`config.mk`:
```
export PLATFORM = sky130hd
export DESIGN_NAME = antialiased_line_stepper_top
export DESIGN_NICKNAME = d
export VERILOG_FILES = /design/src/rtl/als_pkg.sv /design/src/rtl/als_divider.sv /design/src/rtl/als_datapath.sv /design/src/rtl/als_ctrl.sv /design/src/rtl/antialiased_line_stepper_top.sv
export VERILOG_INCLUDE_DIRS = /design/src /design/src/rtl
export SDC_FILE = /design/constraint.sdc
export NUM_CORES = 1
export LEC_CHECK = 0
export BUFFER_PORTS_ARGS = -buffer_cell sky130_fd_sc_hd__buf_2
export CAP_MARGIN = 20
export CORE_MARGIN = 5
export CORE_UTILIZATION = 64
export CTS_CLUSTER_DIAMETER = 60
export DETAILED_ROUTE_END_ITERATION = 8
export GPL_TIMING_DRIVEN = 0
export PLACE_DENSITY = 0.93
export RECOVER_POWER = 100
export SYNTH_ARGS = -nofsm -noshare
export SYNTH_HDL_FRONTEND = slang
export SYNTH_SLANG_ARGS = --single-unit
export TNS_END_PERCENT = 5
```
`constraint.sdc`:
```
create_clock -name aclk -period 17.7 [get_ports aclk]
set_clock_uncertainty 0.05 [all_clocks]
set_input_delay 3.54 -clock aclk [delete_from_list [all_inputs] [get_ports aclk]]
set_output_delay 3.54 -clock aclk [all_outputs]
set_load 0.02 [all_outputs]
```
`src/rtl/assert_macros.svh`:
```
// Assertion macros shared by the line stepper RTL.
// No dependencies; included by files that carry concurrent assertions.
`ifndef ASSERT_MACROS_SVH
`define ASSERT_MACROS_SVH

// Clocked assertion, disabled while reset is asserted (active low).
`define ASSERT_CLK(lbl, clk, rstn, prop, msg) \
    lbl: assert property (@(posedge clk) disable iff (!(rstn)) (prop)) else $error(msg);

// Same, for a property that must hold even during reset.
`define ASSERT_ALWAYS(lbl, clk, prop, msg) \
    lbl: assert property (@(posedge clk) (prop)) else $error(msg);

`endif

```
`src/rtl/als_pkg.sv`:
```
// Package for the antialiased line stepper: widths, codes, command/status types.
// No dependencies.
package als_pkg;

    localparam int COORD_W     = 6;
    localparam int COLOR_W     = 24;
    localparam int ALPHA_W     = 8;
    localparam int ACC_W       = 22;
    localparam int INC_W       = 17;
    localparam int FRAC_BITS   = 16;
    localparam int ALPHA_SHIFT = 8;
    localparam int DIV_STEPS   = ACC_W;
    localparam int DIV_CNT_W   = 5;

    localparam logic [COORD_W-1:0] MAX_COORD  = 6'd63;
    localparam logic [ALPHA_W-1:0] ALPHA_FULL = 8'hFF;

    localparam logic KIND_ENDPOINT = 1'b0;
    localparam logic KIND_STEP     = 1'b1;

    typedef enum logic [1:0] {
        ST_IDLE,
        ST_DIV,
        ST_ENDPT,
        ST_STEP
    } als_state_t;

    typedef struct packed {
        logic load;
        logic emit_end;
        logic emit_step;
    } als_cmd_t;

    typedef struct packed {
        logic steps_zero;
        logic steps_one;
    } als_stat_t;

    function automatic logic [COORD_W-1:0] clamp_in(input logic [COORD_W-1:0] v);
        return (v > MAX_COORD) ? MAX_COORD : v;
    endfunction

    function automatic logic [COORD_W-1:0] clamp_s(input logic signed [COORD_W+1:0] v);
        logic signed [COORD_W+1:0] lim;
        lim = $signed({2'b00, MAX_COORD});
        if (v < 0)
            return '0;
        else if (v > lim)
            return MAX_COORD;
        else
            return v[COORD_W-1:0];
    endfunction

endpackage

```
`src/rtl/als_divider.sv`:
```
// Restoring divider, one quotient bit per cycle: (minor << 16) / major.
// Depends on als_pkg.
module als_divider import als_pkg::*; (
    input  logic               aclk,
    input  logic               aresetn,
    input  logic               start,
    input  logic [COORD_W-1:0] minor,
    input  logic [COORD_W-1:0] major,
    output logic               done,
    output logic [INC_W-1:0]   quotient
);

    logic                 busy_reg, busy_next;
    logic [DIV_CNT_W-1:0] cnt_reg, cnt_next;
    logic [COORD_W-1:0]   div_reg, div_next;
    logic [COORD_W-1:0]   rem_reg, rem_next;
    logic [ACC_W-1:0]     dvd_reg, dvd_next;
    logic [INC_W-1:0]     quo_reg, quo_next;
    logic [COORD_W:0]     trial;
    logic                 qbit;

    assign trial = {rem_reg, dvd_reg[ACC_W-1]};
    assign qbit  = (trial >= {1'b0, div_reg});
    assign done  = busy_reg && (cnt_reg == DIV_CNT_W'(1));
    assign quotient = quo_reg;

    always_comb begin
        busy_next = busy_reg;
        cnt_next  = cnt_reg;
        div_next  = div_reg;
        rem_next  = rem_reg;
        dvd_next  = dvd_reg;
        quo_next  = quo_reg;
        if (start) begin
            busy_next = 1'b1;
            cnt_next  = DIV_CNT_W'(DIV_STEPS);
            div_next  = major;
            rem_next  = '0;
            dvd_next  = {minor, {FRAC_BITS{1'b0}}};
            quo_next  = '0;
        end else if (busy_reg) begin
            // remainder stays below the divisor, so it fits in the coordinate width
            rem_next = qbit ? COORD_W'(trial - {1'b0, div_reg}) : trial[COORD_W-1:0];
            dvd_next = {dvd_reg[ACC_W-2:0], 1'b0};
            quo_next = {quo_reg[INC_W-2:0], qbit};
            cnt_next = cnt_reg - DIV_CNT_W'(1);
            if (done)
                busy_next = 1'b0;
        end
    end

    always_ff @(posedge aclk) begin
        if (!aresetn) begin
            busy_reg <= 1'b0;
            cnt_reg  <= '0;
        end else begin
            busy_reg <= busy_next;
            cnt_reg  <= cnt_next;
        end
        div_reg <= div_next;
        rem_reg <= rem_next;
        dvd_reg <= dvd_next;
        quo_reg <= quo_next;
    end

endmodule

```
`src/rtl/als_datapath.sv`:
```
// Datapath of the line stepper: segment setup, error accumulator, result register.
// Depends on als_pkg; takes its increment from als_divider.
module als_datapath import als_pkg::*; (
    input  logic               aclk,
    input  als_cmd_t           cmd,
    output als_stat_t          stat,
    input  logic [COORD_W-1:0] in_start_x,
    input  logic [COORD_W-1:0] in_start_y,
    input  logic [COORD_W-1:0] in_end_x,
    input  logic [COORD_W-1:0] in_end_y,
    input  logic [COLOR_W-1:0] in_color,
    output logic [COORD_W-1:0] div_minor,
    output logic [COORD_W-1:0] div_major,
    input  logic [INC_W-1:0]   increment,
    output logic               out_kind,
    output logic [COORD_W-1:0] out_main_x,
    output logic [COORD_W-1:0] out_main_y,
    output logic [ALPHA_W-1:0] out_main_alpha,
    output logic [COORD_W-1:0] out_side_x,
    output logic [COORD_W-1:0] out_side_y,
    output logic [ALPHA_W-1:0] out_side_alpha,
    output logic [COLOR_W-1:0] out_color,
    output logic               out_last
);

    // setup, combinational from the input ports
    logic [COORD_W-1:0] cx0, cy0, cx1, cy1;
    logic [COORD_W-1:0] ux, uy, lx, ly;
    logic [COORD_W-1:0] adx, ady;
    logic               left_c, ymaj_c;

    assign cx0 = clamp_in(in_start_x);
    assign cy0 = clamp_in(in_start_y);
    assign cx1 = clamp_in(in_end_x);
    assign cy1 = clamp_in(in_end_y);

    always_comb begin
        if (cy0 > cy1) begin
            ux = cx1; uy = cy1; lx = cx0; ly = cy0;
        end else begin
            ux = cx0; uy = cy0; lx = cx1; ly = cy1;
        end
        left_c = (lx < ux);
        adx    = left_c ? ux - lx : lx - ux;
        ady    = ly - uy;
        ymaj_c = (ady > adx);
    end

    assign div_major = ymaj_c ? ady : adx;
    assign div_minor = ymaj_c ? adx : ady;

    logic [COORD_W-1:0] bx_reg, by_reg, ex_reg, ey_reg, steps_reg;
    logic [ACC_W-1:0]   acc_reg;
    logic [COLOR_W-1:0] color_reg;
    logic               left_reg, ymaj_reg;

    logic               kind_reg;
    logic [COORD_W-1:0] mx_reg, my_reg, sx_reg, sy_reg;
    logic [ALPHA_W-1:0] ma_reg, sa_reg;
    logic [COLOR_W-1:0] oc_reg;
    logic               last_reg;

    assign stat.steps_zero = (steps_reg == '0);
    assign stat.steps_one  = (steps_reg == COORD_W'(1));

    // one major-axis step
    logic [ACC_W-1:0]          acc_n;
    logic [COORD_W-1:0]        whole;
    logic [ALPHA_W-1:0]        frac;
    logic signed [COORD_W+1:0] bx8, by8, wh8, m_x, m_y, s_x, s_y;
    logic [COORD_W-1:0]        bx_step, by_step;

    always_comb begin
        acc_n = acc_reg + ACC_W'(increment);
        whole = acc_n[ACC_W-1:FRAC_BITS];
        frac  = acc_n[FRAC_BITS-1:ALPHA_SHIFT];
        bx8   = $signed({2'b00, bx_reg});
        by8   = $signed({2'b00, by_reg});
        wh8   = $signed({2'b00, whole});
        if (ymaj_reg) begin
            bx_step = bx_reg;
            by_step = by_reg + COORD_W'(1);
            m_y     = $signed({2'b00, by_step});
            s_y     = m_y;
            m_x     = left_reg ? bx8 - wh8 : bx8 + wh8;
            s_x     = left_reg ? m_x - 8'sd1 : m_x + 8'sd1;
        end else begin
            bx_step = left_reg ? bx_reg - COORD_W'(1) : bx_reg + COORD_W'(1);
            by_step = by_reg;
            m_x     = $signed({2'b00, bx_step});
            s_x     = m_x;
            m_y     = by8 + wh8;
            s_y     = m_y + 8'sd1;
        end
    end

    always_ff @(posedge aclk) begin
        if (cmd.load) begin
            bx_reg    <= ux;
            by_reg    <= uy;
            ex_reg    <= lx;
            ey_reg    <= ly;
            left_reg  <= left_c;
            ymaj_reg  <= ymaj_c;
            acc_reg   <= '0;
            color_reg <= in_color;
            steps_reg <= (div_major > COORD_W'(1)) ? div_major - COORD_W'(1) : '0;
        end else if (cmd.emit_step) begin
            bx_reg    <= bx_step;
            by_reg    <= by_step;
            acc_reg   <= acc_n;
            steps_reg <= steps_reg - COORD_W'(1);
        end

        if (cmd.emit_end) begin
            kind_reg <= KIND_ENDPOINT;
            mx_reg   <= bx_reg;
            my_reg   <= by_reg;
            ma_reg   <= ALPHA_FULL;
            sx_reg   <= ex_reg;
            sy_reg   <= ey_reg;
            sa_reg   <= ALPHA_FULL;
            oc_reg   <= color_reg;
            last_reg <= stat.steps_zero;
        end else if (cmd.emit_step) begin
            kind_reg <= KIND_STEP;
            mx_reg   <= clamp_s(m_x);
            my_reg   <= clamp_s(m_y);
            ma_reg   <= ALPHA_FULL - frac;
            sx_reg   <= clamp_s(s_x);
            sy_reg   <= clamp_s(s_y);
            sa_reg   <= frac;
            oc_reg   <= color_reg;
            last_reg <= stat.steps_one;
        end
    end

    assign out_kind       = kind_reg;
    assign out_main_x     = mx_reg;
    assign out_main_y     = my_reg;
    assign out_main_alpha = ma_reg;
    assign out_side_x     = sx_reg;
    assign out_side_y     = sy_reg;
    assign out_side_alpha = sa_reg;
    assign out_color      = oc_reg;
    assign out_last       = last_reg;

endmodule

```
`src/rtl/als_ctrl.sv`:
```
// Controller of the line stepper: segment sequencing and result valid flag.
// Depends on als_pkg and assert_macros.svh.
`include "assert_macros.svh"
module als_ctrl import als_pkg::*; (
    input  logic      aclk,
    input  logic      aresetn,
    input  logic      s_valid,
    output logic      s_ready,
    output logic      m_valid,
    input  logic      m_ready,
    input  logic      div_done,
    input  als_stat_t stat,
    output als_cmd_t  cmd
);

    als_state_t state_reg, state_next;
    logic       m_valid_reg, m_valid_next;
    logic       out_free;

    assign out_free = !m_valid_reg || m_ready;

    always_ff @(posedge aclk) begin
        if (!aresetn) begin
            state_reg   <= ST_IDLE;
            m_valid_reg <= 1'b0;
        end else begin
            state_reg   <= state_next;
            m_valid_reg <= m_valid_next;
        end
    end

    always_comb begin
        state_next = state_reg;
        cmd        = '0;
        s_ready    = 1'b0;
        unique case (state_reg)
            ST_IDLE: begin
                s_ready = 1'b1;
                if (s_valid) begin
                    cmd.load   = 1'b1;
                    state_next = ST_DIV;
                end
            end
            ST_DIV: begin
                if (div_done)
                    state_next = ST_ENDPT;
            end
            ST_ENDPT: begin
                if (out_free) begin
                    cmd.emit_end = 1'b1;
                    state_next   = stat.steps_zero ? ST_IDLE : ST_STEP;
                end
            end
            ST_STEP: begin
                if (out_free) begin
                    cmd.emit_step = 1'b1;
                    if (stat.steps_one)
                        state_next = ST_IDLE;
                end
            end
            default: state_next = ST_IDLE;
        endcase
        // a new result replaces the one taken at this edge
        if (cmd.emit_end || cmd.emit_step)
            m_valid_next = 1'b1;
        else if (m_ready)
            m_valid_next = 1'b0;
        else
            m_valid_next = m_valid_reg;
    end

    assign m_valid = m_valid_reg;

    `ASSERT_CLK(a_no_overwrite, aclk, aresetn,
        (cmd.emit_end || cmd.emit_step) |-> (!m_valid_reg || m_ready),
        "result register overwritten while a transfer is pending")
    `ASSERT_CLK(a_done_in_div, aclk, aresetn, div_done |-> (state_reg == ST_DIV),
        "divider finished outside the divide state")
    `ASSERT_CLK(a_step_count, aclk, aresetn, cmd.emit_step |-> !stat.steps_zero,
        "step emitted with no steps left")
    `ASSERT_CLK(a_valid_held, aclk, aresetn, (m_valid_reg && !m_ready) |=> m_valid_reg,
        "result valid dropped before its transfer")

endmodule

```
`src/rtl/antialiased_line_stepper_top.sv`:
```
// Antialiased line stepper (Wu style), top level.
// Depends on als_pkg, als_ctrl, als_datapath and als_divider.
//
// Usage:
//   Input channel s_*: one line segment per transfer (two 6-bit endpoints and a
//   24-bit colour). Output channel m_*: the results of that segment, the
//   endpoint pair first (kind 0) and then one result per inner major-axis step
//   (kind 1), m_last marking the final one of the segment.
//   The endpoint result is issued once the 17-bit increment is ready; it
//   comes from a restoring divider that retires one bit of the 22-bit
//   dividend per cycle. Step results then follow one per cycle while the
//   receiver does not stall, one accumulator add each.
//   s_ready is high only between segments; it rises once the last result is
//   in the output register, so the next segment is taken while that result
//   still waits for its transfer.
//   A stalled receiver holds the output register and freezes the stepping.
//   Reset (aresetn low, synchronous) clears the controller and divider state;
//   no result is pending afterwards.
module antialiased_line_stepper_top import als_pkg::*; (
    input  logic               aclk,
    input  logic               aresetn,
    input  logic               s_valid,
    output logic               s_ready,
    input  logic [COORD_W-1:0] s_start_x,
    input  logic [COORD_W-1:0] s_start_y,
    input  logic [COORD_W-1:0] s_end_x,
    input  logic [COORD_W-1:0] s_end_y,
    input  logic [COLOR_W-1:0] s_line_color,
    output logic               m_valid,
    input  logic               m_ready,
    output logic               m_kind,
    output logic [COORD_W-1:0] m_main_x,
    output logic [COORD_W-1:0] m_main_y,
    output logic [ALPHA_W-1:0] m_main_alpha,
    output logic [COORD_W-1:0] m_side_x,
    output logic [COORD_W-1:0] m_side_y,
    output logic [ALPHA_W-1:0] m_side_alpha,
    output logic [COLOR_W-1:0] m_pixel_color,
    output logic               m_last
);

    als_cmd_t           cmd;
    als_stat_t          stat;
    logic               div_done;
    logic [COORD_W-1:0] div_minor, div_major;
    logic [INC_W-1:0]   increment;

    als_ctrl u_ctrl (
        .aclk     (aclk),
        .aresetn  (aresetn),
        .s_valid  (s_valid),
        .s_ready  (s_ready),
        .m_valid  (m_valid),
        .m_ready  (m_ready),
        .div_done (div_done),
        .stat     (stat),
        .cmd      (cmd)
    );

    als_divider u_div (
        .aclk     (aclk),
        .aresetn  (aresetn),
        .start    (cmd.load),
        .minor    (div_minor),
        .major    (div_major),
        .done     (div_done),
        .quotient (increment)
    );

    als_datapath u_dp (
        .aclk           (aclk),
        .cmd            (cmd),
        .stat           (stat),
        .in_start_x     (s_start_x),
        .in_start_y     (s_start_y),
        .in_end_x       (s_end_x),
        .in_end_y       (s_end_y),
        .in_color       (s_line_color),
        .div_minor      (div_minor),
        .div_major      (div_major),
        .increment      (increment),
        .out_kind       (m_kind),
        .out_main_x     (m_main_x),
        .out_main_y     (m_main_y),
        .out_main_alpha (m_main_alpha),
        .out_side_x     (m_side_x),
        .out_side_y     (m_side_y),
        .out_side_alpha (m_side_alpha),
        .out_color      (m_pixel_color),
        .out_last       (m_last)
    );

endmodule
```
==> flow_summary.toml <==
[critical_path]
regToRegSetupSlack_ps = 11190
critPathMaxFanout = 10
worst_reg2reg_path_endpoint = "u_dp.out_side_x[0]$_DFFE_PP_"
worstPathArrival_ps = 14090
worst-setup-path-type = "input port to register"
setup.worst_path.start_class = "input port"
reg2regPathDepth = 25
crit_required_ps = 17820
crit_path_end_kind = "register"
cp_max_stage_delay_ps = 1050
critical_path.slowest_cell = "o21ai_0"
regToRegStartpoint = "u_div.quotient[0]$_SDFFE_PP0P_"
cell_with_the_most_instances_on_the_worst_path = "clkbuf_1"

[sta]
setup_tns_ps = 0
setup_viol_count_final = 0
minimum_clock_period_ps = 13970
worst_pin_slew_ps = 1910
achievable-frequency_mhz = 71.6
grt_setup_unrepaired = "false"
timing.final.crit_share = 0.789
worst_slew_margin_rel = -0.273
hold_viol = 0
drv_slew = 73

[clock_network]
insertion_delay_ps = 450
post_cts_resized = 0
cts-root-to-sink-buffers = 2
cts_inserted_buffers = 17
numClockSinks = 188
worst_setup_hold_path_clk_slew_ps = 80
post_cts_hold_buffer_count = 0
clock_tree.root_cell = "clkbuf_16"
cts_tree = "built"
clock_h_tree_levels = 4
post_cts_buffers = 0

[power_and_ir_drop]
switching_share_of_power = 0.409
fin_total_pwr_w = 0.00178
power.combinational.fraction = 0.443
share_seq_of_total_power = 0.353
max-vdd-ir-drop_uv = 86.5
power_per_cell_area_mw_per_mm2 = 142
power_report.internal_total_w = 0.00105
power_leakage_nw = 5.17
power_frac_clock = 0.205
switchingPower_w = 0.000730

[yosys]
library_cells_used_by_synthesis = 93
synth-edff-count = 117
postSynth.asyncResetShare = 0
netlist.area_leader.share = 0.311
postSynthNetCount = 1309
synth.most_common_cell = "nand2_1"
synth.top_cells.by_area = "edfxtp_1 (31%), dfxtp_1 (13%), ha_1 (8.5%)"
synth.avg_cell_area_um2 = 9.65
ys_top_cells_by_count = "nand2_1 (138), edfxtp_1 (117), nor2_1 (90)"
netlist_area_mm2 = 0.0113
synth_top_flop_cell = "edfxtp_1"
netlist_instances = 1172
ys_seq_elements = 188
yosys_warnings = 0
netlist.top_cell.by_area = "edfxtp_1"
synth_sequential_area_ratio = 0.437

[flow_run]
max_cap_viol_count = 2

[global_routing]
grt_start_max_net_pins = 37
overflow = 0
global_route_wire_length_before_repair_mm = 46.4
antenna_found_initial = 0
grt_usage = 0.287
vias_in_the_first_global_route = 9148

[finish]
diodes = 0
design.final.nets = 1447
utilization = 0.727
final_layout_size_suffix_gt1_frac = 0.0801
final.fill_count = 1226
flow.area_growth_from_synthesis_pct = 11.3

[die]
die_area_mm2 = 0.0204
die_width_um = 143
floorplan.initialDensity = 0.654
core_region_area_mm2 = 0.0173
rows = 48
io_pins = 120
die-height_um = 143

[routing]
route.detailed.drc = 0
routed-via-count = 9711
detail_route.wl_per_cell_um = 19.4
drtIter0Drc = 1019
drt_total_wl_mm = 30.1
ant_nets = 0
via_per_inst = 6.27
detail_route.first_pass.iterations = 6

[placement]
gp_routability_congestion = 0.978
post-dp-hpwl_mm = 22.0
port_buffers = 117

[hold_path]
worst_hold_path_ep = "u_dp.out_color[21]$_DFFE_PP_"
worst_hold_path.num_cells = 0
min-delay-path-class = "register to register"
hold_path_startpoint = "u_dp.color_reg[21]$_DFFE_PP_"

[run_status]
run_status = "finished with violations"
violations_in_the_final_reports = "capacitance limit, slew limit"
## kinds of logic after synthesis
logic type	Yosys count	synth area share
AOI/OAI and AO/OA	307	0.183
xor gates and xnor gates	67	0.0542
adders and majority gates	85	0.0994
buffers and inverters	121	0.0418
DFF	188	0.437
muxes	31	0.0278
and+or+nand+nor	373	0.158
## per-stage QoR
stage | hold WS [ps] | worst slack, ps | instance area, µm² | cells
after floorplan | 350 | 7490 | 11300 | 1172
final | 366 | 3730 | 12600 | 1548
after global routing | 374 | 3190 | 12600 | 1548
after detailed placement | 355 | 5750 | 12200 | 1516
after CTS | 365 | 6190 | 12800 | 1548
after global placement | 351 | 5910 | 12200 | 1514
## layer usage
layer	share of wire	routed length (µm)	track usage	up-vias
met3	0.089	2660	0.0563	88
met1	0.40	11900	0.372	4559
met2	0.48	14400	0.476	556
met4	0.036	1080	0.116	0
met5	0	0	0	-
li1	-	-	-	4508
## power groups by stage
stage	logic (W)	clock network, W	registers, W
finish	0.000790	0.000365	0.000629
global route	0.000862	0.000383	0.000636
CTS	0.000802	0.000366	0.000626
detailed placement	0.000792	0	0.000634
global placement	0.000761	0	0.000630
floorplan	0.000556	0	0.000654
## worst max path at each step
stage | start | end | slack (ps) | depth (start not counted)
after floorplan | s_start_y[5] | u_dp.steps_reg[0]$_DFFE_PP_ | 7490 | 32
after global placement | s_end_y[0] | u_dp.steps_reg[5]$_DFFE_PP_ | 5910 | 31
after detailed placement | s_start_y[1] | u_dp.steps_reg[0]$_DFFE_PP_ | 5750 | 32
after CTS | s_start_y[1] | u_dp.steps_reg[5]$_DFFE_PP_ | 6190 | 32
after global routing | s_start_y[5] | u_dp.steps_reg[0]$_DFFE_PP_ | 3190 | 32
final | s_start_y[5] | u_dp.steps_reg[0]$_DFFE_PP_ | 3730 | 32
## cell type report
type | count | area, µm² | share of cell area
sequential | 188 | 4930 | 0.392
tap | 225 | 282 | 0.0224
multi-input combinational | 863 | 5840 | 0.464
timing repair buffer | 119 | 502 | 0.0399
buffer | 50 | 200 | 0.0159
inverter | 71 | 268 | 0.0213
clock inverter | 15 | 129 | 0.0102
clock buffer | 17 | 425 | 0.0338
## cell usage in the layout (no fill, tap or decap), types with 6 or more instances in the layout
master	synthesis	routed
nand2_1	138	138
clkbuf_1	43	119
edfxtp_1	117	117
nor2_1	90	90
a21oi_1	79	79
o21ai_0	75	78
ha_1	77	77
dfxtp_1	71	71
inv_1	68	68
buf_2	1	45
xnor2_1	42	42
nand3_1	30	30
mux2i_1	28	28
xor2_1	23	23
nor3_1	16	18
nand2b_1	17	17
clkbuf_16	0	17
a21o_1	15	15
a211oi_1	13	14
o21a_1	12	12
nor2b_1	12	12
o21bai_1	11	11
a31oi_1	11	11
or2_2	10	10
a21boi_0	10	10
and3_1	10	10
a22o_1	10	10
o31ai_1	8	9
fa_1	8	8
nand4_1	7	7
a211o_1	6	7
or3_1	6	6
a32o_1	6	6
## worst max-delay path: cells and delay by family
kind	cells	cell delay, ps
adder cells (fa/ha/maj)	3	840
buffers and inverters	9	2910
XOR/XNOR	1	220
AND/OR/NAND/NOR	12	3050
AO/OA/AOI/OAI	7	3500
No activity file was read; power rests on OpenSTA's default activity.
